**config.mk**
```make
export PLATFORM = sky130hd
export DESIGN_NAME = counting_semaphore_fifo_waiters
export DESIGN_NICKNAME = d
export VERILOG_FILES = /design/src/rtl/csfw_pkg.sv /design/src/rtl/csfw_queue_ram.sv /design/src/rtl/csfw_deadline_cmp.sv /design/src/rtl/counting_semaphore_fifo_waiters.sv
export SDC_FILE = /design/constraint.sdc
export NUM_CORES = 1
export LEC_CHECK = 0
export ABC_CLOCK_PERIOD_IN_PS = 17100
export BUFFER_PORTS_ARGS = -buffer_cell sky130_fd_sc_hd__buf_2
export CAP_MARGIN = 20
export CORE_UTILIZATION = 40
export DETAILED_ROUTE_END_ITERATION = 6
export GPL_ROUTABILITY_DRIVEN = 0
export HOLD_SLACK_MARGIN = 0.05
export SYNTH_ARGS = -nofsm -noshare
export SYNTH_HDL_FRONTEND = slang
export SYNTH_SLANG_ARGS = --single-unit
```
**constraint.sdc**
```tcl
create_clock -name clk_i -period 17.1 [get_ports clk_i]
set_input_delay 1.71 -clock clk_i [delete_from_list [all_inputs] [get_ports clk_i]]
set_output_delay 1.71 -clock clk_i [all_outputs]
set_load 0.05 [all_outputs]
```
**src/rtl/csfw_pkg.sv**
```systemverilog
`timescale 1ns / 1ps

package csfw_pkg;

  localparam int unsigned QueueDepthDef = 16;
  localparam int unsigned IdBitsDef     = 8;
  localparam int unsigned MaxResults    = 16;
  localparam int unsigned CountW        = 16;
  localparam int unsigned TimeW         = 48;
  localparam int unsigned IdW           = 8;

  typedef enum logic [1:0] {
    OP_POST  = 2'd0,
    OP_TRY   = 2'd1,
    OP_WAIT  = 2'd2,
    OP_TICK  = 2'd3
  } op_e;

  typedef enum logic [2:0] {
    ST_GRANTED     = 3'd0,
    ST_WOULD_BLOCK = 3'd1,
    ST_TIMED_OUT   = 3'd2,
    ST_QUEUED      = 3'd3,
    ST_WOKEN       = 3'd4,
    ST_FULL        = 3'd5,
    ST_POSTED      = 3'd6
  } status_e;

  typedef struct packed {
    op_e              operation;
    logic [IdW-1:0]   waiter_id;
    logic [TimeW-1:0] deadline;
    logic             no_deadline;
  } in_t;

  typedef struct packed {
    logic [IdW-1:0]    result_waiter;
    status_e           status;
    logic [CountW-1:0] count_now;
    logic              last;
  } out_t;

endpackage

```
**src/rtl/csfw_queue_ram.sv**
```systemverilog
`timescale 1ns / 1ps

module csfw_queue_ram #(
  parameter int unsigned Width = 57,
  parameter int unsigned Depth = 16,
  parameter int unsigned AddrW = 4
) (
  input  logic             clk_i,
  input  logic             we_i,
  input  logic [AddrW-1:0] waddr_i,
  input  logic [Width-1:0] wdata_i,
  input  logic [AddrW-1:0] raddr_i,
  output logic [Width-1:0] rdata_o
);

  logic [Width-1:0] mem [Depth];
  logic [Width-1:0] rdata_q;

  always_ff @(posedge clk_i) begin
    if (we_i) begin
      mem[waddr_i] <= wdata_i;
    end
    rdata_q <= mem[raddr_i];
  end

  assign rdata_o = rdata_q;

endmodule

```
**src/rtl/csfw_deadline_cmp.sv**
```systemverilog
`timescale 1ns / 1ps

module csfw_deadline_cmp (
  input  logic [csfw_pkg::TimeW-1:0] now_i,
  input  logic [csfw_pkg::TimeW-1:0] deadline_i,
  input  logic                       no_deadline_i,
  output logic                       reached_o
);
  import csfw_pkg::*;

  // A deadline is reached once the current time has caught up with it.
  assign reached_o = !no_deadline_i && (now_i >= deadline_i);

endmodule

```
**src/rtl/counting_semaphore_fifo_waiters.sv**
```systemverilog
`timescale 1ns / 1ps

// Post, trywait and timed wait each take one word in and give one word out.
// A tick advances the time, then scans the waiter queue RAM entry by entry, a read state and
// an evaluate state per entry, then a flush state closes the burst; backpressure stalls the scan.
// One word is in flight at a time: the input is ready only while the sequencer is idle.
// Reset clears the count, the time and the queue; a configuration write reloads the count
// and empties the queue but keeps the time.
module counting_semaphore_fifo_waiters #(
  parameter int unsigned QUEUE_DEPTH = csfw_pkg::QueueDepthDef,
  parameter int unsigned ID_BITS     = csfw_pkg::IdBitsDef
) (
  input  logic                        clk_i,
  input  logic                        rst_ni,
  input  logic                        in_valid_i,
  output logic                        in_ready_o,
  input  csfw_pkg::in_t               in_data_i,
  output logic                        out_valid_o,
  input  logic                        out_ready_i,
  output csfw_pkg::out_t              out_data_o,
  input  logic                        cfg_we_i,
  input  logic [csfw_pkg::CountW-1:0] cfg_data_i
);
  import csfw_pkg::*;

  localparam int unsigned IdKeep = (ID_BITS < IdW) ? ID_BITS : IdW;
  localparam int unsigned PtrW   = (QUEUE_DEPTH > 1) ? $clog2(QUEUE_DEPTH) : 1;
  localparam int unsigned LenW   = $clog2(QUEUE_DEPTH + 1);
  localparam int unsigned SumW   = $clog2(2 * QUEUE_DEPTH);
  localparam int unsigned NW     = $clog2(MaxResults + 1);
  localparam int unsigned EntW   = IdKeep + TimeW + 1;

  localparam logic [LenW-1:0]   LenFull  = LenW'(QUEUE_DEPTH);
  localparam logic [PtrW-1:0]   PtrLast  = PtrW'(QUEUE_DEPTH - 1);
  localparam logic [SumW-1:0]   SumDepth = SumW'(QUEUE_DEPTH);
  localparam logic [NW-1:0]     NMax     = NW'(MaxResults);
  localparam logic [CountW-1:0] CountMax = '1;

  typedef enum logic [2:0] {
    S_IDLE, S_EXEC, S_POST_RD, S_POST_EMIT, S_TICK, S_SCAN_RD, S_SCAN_EV, S_FLUSH
  } state_e;

  state_e              state_q;
  logic [CountW-1:0]   sem_q;
  logic [TimeW-1:0]    time_q;
  logic [PtrW-1:0]     hd_q;
  logic [LenW-1:0]     len_q;
  logic [LenW-1:0]     idx_q;
  logic [LenW-1:0]     keep_q;
  logic [NW-1:0]       n_q;
  logic                pend_valid_q;
  logic [IdKeep-1:0]   pend_id_q;
  op_e                 op_q;
  logic [IdKeep-1:0]   id_q;
  logic [TimeW-1:0]    dl_q;
  logic                nodl_q;
  logic                out_valid_q;
  out_t                out_q;

  logic                mem_we;
  logic [PtrW-1:0]     mem_waddr;
  logic [PtrW-1:0]     mem_raddr;
  logic [EntW-1:0]     mem_wdata;
  logic [EntW-1:0]     mem_rdata;
  logic [IdKeep-1:0]   rd_id;
  logic                rd_nodl;
  logic [TimeW-1:0]    rd_dl;

  logic [TimeW-1:0]    cmp_dl;
  logic                cmp_nodl;
  logic                reached;
  logic                slot_free;
  logic                take;
  logic                wait_queues;
  logic                emit;
  logic [LenW-1:0]     idx_inc;

  function automatic logic [PtrW-1:0] wrap_ptr(input logic [SumW-1:0] sum);
    logic [SumW-1:0] r;
    r = (sum >= SumDepth) ? (sum - SumDepth) : sum;
    return r[PtrW-1:0];
  endfunction

  assign rd_id   = mem_rdata[EntW-1 -: IdKeep];
  assign rd_nodl = mem_rdata[TimeW];
  assign rd_dl   = mem_rdata[TimeW-1:0];

  // The one comparator serves the wait check and the expiry scan.
  assign cmp_dl   = (state_q == S_SCAN_EV) ? rd_dl : dl_q;
  assign cmp_nodl = (state_q == S_SCAN_EV) ? rd_nodl : nodl_q;

  csfw_deadline_cmp u_cmp (
    .now_i         (time_q),
    .deadline_i    (cmp_dl),
    .no_deadline_i (cmp_nodl),
    .reached_o     (reached)
  );

  assign slot_free   = !out_valid_q || out_ready_i;
  assign take        = reached && (n_q < NMax);
  assign idx_inc     = idx_q + LenW'(1);
  assign wait_queues = (sem_q == '0) && !reached && (len_q != LenFull);

  // High in every cycle in which the sequencer loads a new output word.
  assign emit = slot_free && ((state_q == S_EXEC) || (state_q == S_POST_EMIT) ||
                (pend_valid_q && ((state_q == S_FLUSH) || (state_q == S_SCAN_EV && take))));

  always_comb begin
    mem_raddr = (state_q == S_POST_RD || state_q == S_POST_EMIT) ? hd_q
              : wrap_ptr(SumW'(hd_q) + SumW'(idx_q));
    if (state_q == S_SCAN_EV) begin
      mem_we    = !take;
      mem_waddr = wrap_ptr(SumW'(hd_q) + SumW'(keep_q));
      mem_wdata = mem_rdata;
    end else begin
      mem_we    = (state_q == S_EXEC) && (op_q == OP_WAIT) && slot_free && wait_queues;
      mem_waddr = wrap_ptr(SumW'(hd_q) + SumW'(len_q));
      mem_wdata = {id_q, nodl_q, dl_q};
    end
  end

  csfw_queue_ram #(
    .Width (EntW),
    .Depth (QUEUE_DEPTH),
    .AddrW (PtrW)
  ) u_ram (
    .clk_i   (clk_i),
    .we_i    (mem_we),
    .waddr_i (mem_waddr),
    .wdata_i (mem_wdata),
    .raddr_i (mem_raddr),
    .rdata_o (mem_rdata)
  );

  always_ff @(posedge clk_i or negedge rst_ni) begin
    if (!rst_ni) begin
      state_q      <= S_IDLE;
      sem_q        <= '0;
      time_q       <= '0;
      hd_q         <= '0;
      len_q        <= '0;
      idx_q        <= '0;
      keep_q       <= '0;
      n_q          <= '0;
      pend_valid_q <= 1'b0;
      out_valid_q  <= 1'b0;
    end else begin
      if (out_ready_i && !emit) begin
        out_valid_q <= 1'b0;
      end
      if (cfg_we_i) begin
        sem_q <= cfg_data_i;
        len_q <= '0;
        hd_q  <= '0;
      end
      case (state_q)
        S_IDLE: begin
          if (in_valid_i) begin
            op_q   <= in_data_i.operation;
            id_q   <= in_data_i.waiter_id[IdKeep-1:0];
            dl_q   <= in_data_i.deadline;
            nodl_q <= in_data_i.no_deadline;
            if (in_data_i.operation == OP_TICK) begin
              state_q <= S_TICK;
            end else if (in_data_i.operation == OP_POST && len_q != '0) begin
              state_q <= S_POST_RD;
            end else begin
              state_q <= S_EXEC;
            end
          end
        end
        S_EXEC: begin
          if (slot_free) begin
            out_valid_q             <= 1'b1;
            out_q.last              <= 1'b1;
            state_q                 <= S_IDLE;
            case (op_q)
              OP_POST: begin
                // The queue is empty here, so the post raises the count unless it is already at its maximum.
                out_q.result_waiter <= '0;
                out_q.status        <= ST_POSTED;
                if (sem_q != CountMax) begin
                  sem_q           <= sem_q + CountW'(1);
                  out_q.count_now <= sem_q + CountW'(1);
                end else begin
                  out_q.count_now <= sem_q;
                end
              end
              OP_TRY: begin
                out_q.result_waiter <= IdW'(id_q);
                if (sem_q != '0) begin
                  sem_q           <= sem_q - CountW'(1);
                  out_q.count_now <= sem_q - CountW'(1);
                  out_q.status    <= ST_GRANTED;
                end else begin
                  out_q.count_now <= sem_q;
                  out_q.status    <= ST_WOULD_BLOCK;
                end
              end
              default: begin
                out_q.result_waiter <= IdW'(id_q);
                if (sem_q != '0) begin
                  sem_q           <= sem_q - CountW'(1);
                  out_q.count_now <= sem_q - CountW'(1);
                  out_q.status    <= ST_GRANTED;
                end else if (reached) begin
                  out_q.count_now <= sem_q;
                  out_q.status    <= ST_TIMED_OUT;
                end else if (len_q == LenFull) begin
                  out_q.count_now <= sem_q;
                  out_q.status    <= ST_FULL;
                end else begin
                  len_q           <= len_q + LenW'(1);
                  out_q.count_now <= sem_q;
                  out_q.status    <= ST_QUEUED;
                end
              end
            endcase
          end
        end
        S_POST_RD: begin
          state_q <= S_POST_EMIT;
        end
        S_POST_EMIT: begin
          if (slot_free) begin
            out_valid_q         <= 1'b1;
            out_q.result_waiter <= IdW'(rd_id);
            out_q.status        <= ST_WOKEN;
            out_q.count_now     <= sem_q;
            out_q.last          <= 1'b1;
            hd_q                <= (hd_q == PtrLast) ? '0 : hd_q + PtrW'(1);
            len_q               <= len_q - LenW'(1);
            state_q             <= S_IDLE;
          end
        end
        S_TICK: begin
          time_q       <= time_q + TimeW'(1);
          idx_q        <= '0;
          keep_q       <= '0;
          n_q          <= '0;
          pend_valid_q <= 1'b0;
          state_q      <= (len_q == '0) ? S_IDLE : S_SCAN_RD;
        end
        S_SCAN_RD: begin
          state_q <= S_SCAN_EV;
        end
        S_SCAN_EV: begin
          // An expired waiter is held back until the next one is found or the scan ends, so that the
          // last one of the burst can carry the last marker.
          if (!take || !pend_valid_q || slot_free) begin
            if (take) begin
              if (pend_valid_q) begin
                out_valid_q         <= 1'b1;
                out_q.result_waiter <= IdW'(pend_id_q);
                out_q.status        <= ST_TIMED_OUT;
                out_q.count_now     <= sem_q;
                out_q.last          <= 1'b0;
              end
              pend_id_q    <= rd_id;
              pend_valid_q <= 1'b1;
              n_q          <= n_q + NW'(1);
            end else begin
              keep_q <= keep_q + LenW'(1);
            end
            idx_q   <= idx_inc;
            state_q <= (idx_inc == len_q) ? S_FLUSH : S_SCAN_RD;
          end
        end
        S_FLUSH: begin
          if (!pend_valid_q) begin
            len_q   <= keep_q;
            state_q <= S_IDLE;
          end else if (slot_free) begin
            out_valid_q         <= 1'b1;
            out_q.result_waiter <= IdW'(pend_id_q);
            out_q.status        <= ST_TIMED_OUT;
            out_q.count_now     <= sem_q;
            out_q.last          <= 1'b1;
            pend_valid_q        <= 1'b0;
            len_q               <= keep_q;
            state_q             <= S_IDLE;
          end
        end
        default: begin
          state_q <= S_IDLE;
        end
      endcase
    end
  end

  assign in_ready_o  = (state_q == S_IDLE);
  assign out_valid_o = out_valid_q;
  assign out_data_o  = out_q;

endmodule

```
==> qor.yml, run 1 <==
global_route:
  grt_first_pass_wirelength_microns: 179000
  grt_overflow: 0
  grt_pass1_vias: 28500
  grt_max_degree: 215
  track_usage_pct: 19.3
  grt_most_used_layer: "met2"
  use_met2_pct: 31.0
  antenna_found_initial: 1
  met1_usage_pct: 27.4
  use_met3_pct: 2.90
critical_path:
  crit_chain: "nand2_1 > nor2_4 > inv_4 > buf_4 > nand2_1 > nand2_1 > inv_1 > ha_1 > a21o_1 > a21o_1 > a221oi_1 > a211oi_1 > a2111o_1 > o32ai_2 > nand3_1 > nor3_2 > buf_4"
  cp.required_ns: 17.41
  path_common_cell: "nand2_1"
  cpMaxStageDelayCell: "buf_4"
  worstSetupPathType: "reg -> reg"
  cpPeakStageDelay_ns: 0.89
  crit_arrival_ns: 8.28
  setup.worst_path.start_class: "flip-flop"
  crit_path_max_fanout: 48
  end_kind: "flip-flop"
sta:
  fin_crit_sh_pct: 46.6
  tns_ns: 0
  slew_headroom_pct: 23.5
  final_max_slew_viol_count: 0
  timing.final.ws_setup_ns: 9.13
  fmaxAchievable_ghz: 0.125
  hold_viol: 0
  min_period_ns: 7.97
  rsz0062_at_grt: "no"
  skew_ns: 0.0253
  final-setup-viol-count: 0
  tightest_slew_ns: 1.15
layout:
  diodes: 0
  finalNetCount: 3830
  register_area_sq_um: 33700
  multi_input_area_sq_um: 13400
  drive_gt1_share_pct: 10.0
  fillCellCount: 10600
  area_delta_synth_final_pct: 13.0
clocking:
  cts_root_buffer: "clkbuf_16"
  cts.htree.levels: 3
  clock_latency_ns: 0.71
  numCtsBuffers: 118
  cts_tree: "built"
  ctsLongestPathBuffers: 3
  cts_sinks: 1157
  cts_resized: 0
  clk_pin_slew_worst_paths_ns: 0.06
  cts_hold_buf: 0
  post_cts_buffers: 0
synth:
  avgSynthCellArea_sq_um: 13.2
  ys_warn_count: 0
  synthFlopType: "edfxtp_1"
  synth_seq_cells: 1157
  seq_area_frac_synth_pct: 70.0
  async_flop_share_pct: 8.04
  synth_edf_count: 1007
  synth_nets: 3795
  yosys.cell_types.count: 70
  syn_area_sq_um: 48100
  syn_inst: 3649
drt:
  dr_total_vias: 29900
  drt-total-wl_microns: 119000
  drc: 1
  wl_per_cell_microns: 22.1
  drt_first_iter_violations: 2434
  ant_nets: 0
  viasPerCell: 5.55
  drtPass1Iterations: 7
run_status:
  status: "finished, violations left"
  violations: "design-rule violations"
worst_hold_path:
  hp-class: "reg -> reg"
floorplanning:
  fp-row-count: 126
  die_area_sq_um: 122000
  die_h_microns: 349
  io_pins: 110
  start_util_pct: 40.5
  dieWidth_microns: 349
  core-area_sq_um: 119000
power_and_ir_drop:
  p_leak_nw: 18.7
  powerDensity_nw_per_um2: 173
  ir_drop_mv: 0.243
run:
  cap_violations: 0
placed_design:
  place_ws_ns: 9.17
  dp_hpwl_microns: 66700
  port_buffers: 109
[cells in the final DEF (no fill, tap or decap), types with 44 or more instances in the layout]
master and count:
nand2_1 607, a31oi_1 121, inv_1 86, dfxtp_1 57
a311oi_1 115, a211oi_1 291, edfxtp_1 1007, dfrtp_1 93
and2_1 234, mux2i_1 51, buf_2 108, xnor2_1 47
a21oi_1 177, buf_4 44, nor2_1 67, ha_1 64
o21ai_0 73, clkbuf_16 122
[cell families after synthesis]
group / after synthesis / synth area share [%]
AO/OA/AOI/OAI: 870 / 12.4
XOR/XNOR: 77 / 1.40
adder cells (fa/ha/maj): 66 / 1.75
buffers and inverters: 329 / 2.58
flip-flops: 1157 / 70.0
multiplexers: 55 / 1.15
AND/OR/NAND/NOR: 1095 / 10.7
[synthesized netlist by cell type, drive strengths merged, types with 3 or more instances]
cell     instances  area [sq um]
a222oi           8          80.1
a31oi          121           757
and2           236          1480
buf             21          85.1
nand3           42           210
o221ai           6          52.6
o21a             3          22.5
a21boi           3          22.5
a22o             4          35.0
a21o             9          67.6
a2bb2oi          3          26.3
dfrtp           93          2330
inv             86           323
dfxtp           57          1140
nor2b            6          37.5
nand2b          16           100
nand2          608          2280
and3            15          93.8
o211ai           6          45.0
xnor2           48           420
a211oi         291          2180
clkbuf         220           826
a22oi            8          60.1
a21oi          178           891
nor3            21           115
nor3b            6          45.0
nand4           24           150
or3             16           110
o31ai            6          45.0
nor4             8          50.1
edfxtp        1007         30200
a221o            3          30.0
o21ai           73           365
nor2            75           289
mux2i           53           531
ha              64           801
and4             9          78.8
or4              5          45.0
o22ai           14          87.6
xor2            29           254
a311oi         115          1010
a221oi           4          35.0
[worst max-delay path: cells and delay by family (launching register included)]
| family | cells | cell delay (ns) |
|---|---|---|
| AND/OR/NAND/NOR | 6 | 2.18 |
| adder cells (fa/ha/maj) | 1 | 0.33 |
| flip-flops | 1 | 0.59 |
| AO/OA/AOI/OAI | 6 | 2.27 |
| buffers and inverters | 4 | 2.04 |
[per-stage QoR]
| step | total power [mW] | instance area, sq um | utilization, % | cells | hold WS (ns) |
|---|---|---|---|---|---|
| finish | 9.41 | 54400 | 45.8 | 5387 | 0.471 |
| global route | 9.92 | 54400 | 45.8 | 5387 | 0.487 |
| CTS | 9.49 | 54300 | 45.8 | 5385 | 0.478 |
| detailed placement | 6.84 | 50300 | 42.4 | 5162 | 0.464 |
| global placement | 6.82 | 50300 | 42.4 | 5162 | 0.453 |
| floorplan | 5.89 | 48100 | - | 3649 | 0.431 |
[state kept, by name, indices dropped and copies added (netlist names), 8 cells and up]
signal,cells
dl_q,48
sem_q,16
time_q,48
u_ram.rdata_o,57
u_ram.mem,912
pend_id_q,8
out_data_o,28
id_q,8
[worst paths after layout]
path / startpoint / to / slack (ns) / cells past startpoint
max: state_q[2] / u_ram.mem[3][2] / 9.13 / 17
min: u_ram.rdata_o[49] / pend_id_q[0] / 0.47 / 0
max reg2reg: state_q[2] / u_ram.mem[3][2] / 9.13 / 17
min reg2reg: u_ram.rdata_o[49] / pend_id_q[0] / 0.47 / 0
max in group asynchronous: rst_ni / time_q[19] / 14.72 / 2
min in group asynchronous: rst_ni / sem_q[11] / 1.03 / 1
[area by class of cell]
cell class	count	share of cell area, %
clock inverters	76	1.48
multi-input cells	2163	24.6
inverters	88	0.612
flip-flops and latches	1157	62.0
repair buffers	156	1.76
clock buffers	147	5.90
well taps	1600	3.68
[power breakdown]
part | leakage (nW) | switching, mW | internal [mW] | total, mW
combinational | 5.96 | 2.20 | 0.981 | 3.18
sequential | 10.8 | 0.170 | 3.42 | 3.59
clock | 1.95 | 1.09 | 1.55 | 2.64
total | 18.7 | 3.45 | 5.96 | 9.41
[layer usage]
metal  up-vias  wire (microns)
li1      13900               -
met1     15000           53500
met2       892           56300
met3       177            6740
met4         0            2590
met5         -               0
No activity file was read; power rests on OpenSTA's default activity.
==> run 2: changes to the inputs <==
Settings changed: ABC_CLOCK_PERIOD_IN_PS 17100 to 6750.
Clock period 17.1 ns to 6.75 ns, I/O delays scaled along.
==> run 2 against run 1 <==
Net effect:
- the run still ends with design-rule violations left
- critical path type unchanged
- power grew to 2.6 times the previous value
- critical path depth is 2 lower
- largest power group unchanged
- clock power up 150%
- count of clock-buffer cells in the layout is 19 higher
- utilization is 0.45 points higher
- maximum frequency is 30% higher
- largest cell class unchanged
- combinational power grew to 2.8 times the previous value
==> qor.yml, run 2 (synthesis gave the netlist of run 1 again) <==
layout:
  finalNetCount: 3879  # +1.3%
  largest_reg_flops: 912  # unchanged
  final_cell_mix: "edfxtp_1 (1,007), nand2_1 (607), a211oi_1 (291), and2_1 (234), a21oi_1 (177)"
  top_register: "u_ram.mem"
  drive_gt1_share_pct: 10.9  # +0.86 points
  area_delta_synth_final_pct: 14.1
  final_common_cell: "edfxtp_1"
  diodes: 0  # unchanged
clocking:
  post_cts_buffers: 0  # unchanged
  cts_sinks: 1157  # unchanged
  cts_root_buffer: "clkbuf_16"
  numCtsBuffers: 117  # -0.85%
  clk_pin_slew_worst_paths_ns: 0.06  # about the same
  cts_tree: "built"
  cts_hold_buf: 1  # +1
  clock_latency_ns: 0.74  # +0.03 ns
  cts_resized: 0  # unchanged
  cts.htree.levels: 3  # unchanged
  ctsLongestPathBuffers: 3  # unchanged
drt:
  dr_total_vias: 30500  # +2.1%
  wl_per_cell_microns: 23.5  # +6.4%
  drt-total-wl_microns: 128000  # +7.4%
  viasPerCell: 5.62  # +1.2%
  drc: 2  # +1
  drt_first_iter_violations: 2964  # +22%
  drtPass1Iterations: 7  # unchanged
  ant_nets: 0  # unchanged
sta:
  final_max_slew_viol_count: 0  # unchanged
  hold_viol: 0  # unchanged
  fmaxAchievable_ghz: 0.163  # +30%
  rsz0062_at_grt: "no"
  min_period_ns: 6.13  # -1.84 ns
  fin_crit_sh_pct: 90.9  # +44 points
  timing.final.ws_setup_ns: 0.617  # -8.51 ns
  final-setup-viol-count: 0  # unchanged
  worst_hold_slack_ns: 0.111  # -0.361 ns
  skew_ns: 0.0337  # +0.00839 ns
  tightest_slew_ns: 1.08  # -0.0677 ns
  slew_headroom_pct: 27.8  # +4.2 points
placed_design:
  place_ws_ns: 0.692  # -8.48 ns
  port_buffers: 109  # unchanged
  dp_hpwl_microns: 78200  # +17%
power_and_ir_drop:
  total_power_mw: 24.4  # +160%
  p_leak_nw: 19.0  # +1.5%
  powerDensity_nw_per_um2: 445  # +160%
  ir_drop_mv: 0.434  # +79%
floorplanning:
  io_pins: 110  # unchanged
  core-area_sq_um: 119000  # unchanged
  die_area_sq_um: 122000  # unchanged
  die_h_microns: 349  # unchanged
  dieWidth_microns: 349  # unchanged
  start_util_pct: 40.5  # unchanged
  fp-row-count: 126  # unchanged
global_route:
  track_usage_pct: 20.7  # +1.3 points
  grt_max_degree: 115  # -47%
  grt_first_pass_wirelength_microns: 189000  # +5.2%
  grt_overflow: 0  # unchanged
  grt_pass1_vias: 28900  # +1.5%
  antenna_found_initial: 1  # unchanged
worst_hold_path:
  min_from: "in_data_i[28]"
  hp-class: "in -> reg"
critical_path:
  crit_arrival_ns: 6.48  # -1.80 ns
  setup.worst_path.start: "state_q[1]"
  end_kind: "flip-flop"
  setup.worst_path.start_class: "flip-flop"
  r2r-start: "state_q[1]"
  cp.required_ns: 7.09  # -10.32 ns
  worstSetupPathType: "reg -> reg"
  crit_path_max_fanout: 28  # -42%
run_status:
  violations: "design-rule violations"
  status: "finished, violations left"
run:
  cap_violations: 0  # unchanged
## run 2: changes by cell type in the layout (fill, tap and decap cells not counted), moves of 3 or more
cell / previous run / this run
bufinv_16: 15 / 11
buf_4: 44 / 75
clkbuf_16: 122 / 119
clkbuf_8: 6 / 13
clkinv_2: 26 / 22
clkinvlp_4: 10 / 3
buf_12: 3 / 21
clkbuf_1: 19 / 34
clkinv_1: 19 / 14
## run 2: worst paths after layout
kind                       slack (ns)               to  depth (start not counted)
max in group asynchronous        4.62       time_q[16]                          4
min in group asynchronous        0.34       state_q[1]                          2
max reg2reg                      0.62  u_ram.mem[3][7]                         15
min                              0.11         dl_q[27]                          1
min reg2reg                      0.46     pend_id_q[0]                          0
max                              0.62  u_ram.mem[3][7]                         15
## run 2: final cells by class
type / instances / area [sq um]
inverters: 88 / 333
well taps: 1600 / 2000
repair buffers: 206 / 1560
fillers: 10600 / 63800
clock buffers: 166 / 3280
flip-flops and latches: 1157 / 33700
clock inverters: 56 / 627
multi-input cells: 2163 / 13400
## run 2: layer usage
metal	GRT usage, %	share of wire [%]	up-vias
li1	-	-	14000
met1	29.6	45	15300
met2	32.0	46	1091
met3	3.69	6.7	183
met4	6.23	2.6	2
met5	0	0.010	-
## run 2: worst max-delay path, stage by stage (launching register included)
cell      delay (ns)
dfrtp_1         0.34
nand2_1         0.17
nor2_4          0.41
buf_4           0.20
nand2_1         0.05
nand2_1         0.42
inv_1           0.11
ha_1            0.33
and4_1          0.19
a221oi_1        0.82
o211ai_1        0.39
a2111o_1        0.65
o32ai_2         0.41
nand3_1         0.38
nor3_4          0.33
buf_4           0.50
## run 2: metrics by stage
stage	cells	setup TNS (ns)	instance area, sq um	util (%)
floorplan	3649	-164.01	48200	-
global placement	5212	0	51000	42.9
detailed placement	5213	0	51000	42.9
CTS	5436	0	54900	46.3
global route	5436	0	54900	46.3
finish	5436	0	54900	46.3
## run 2: where the power goes
part / switching [mW] / total [mW] / leakage, nW / internal [mW]
clock: 2.76 / 6.58 / 1.91 / 3.81
sequential: 0.385 / 9.05 / 10.8 / 8.66
combinational: 6.13 / 8.82 / 6.28 / 2.69
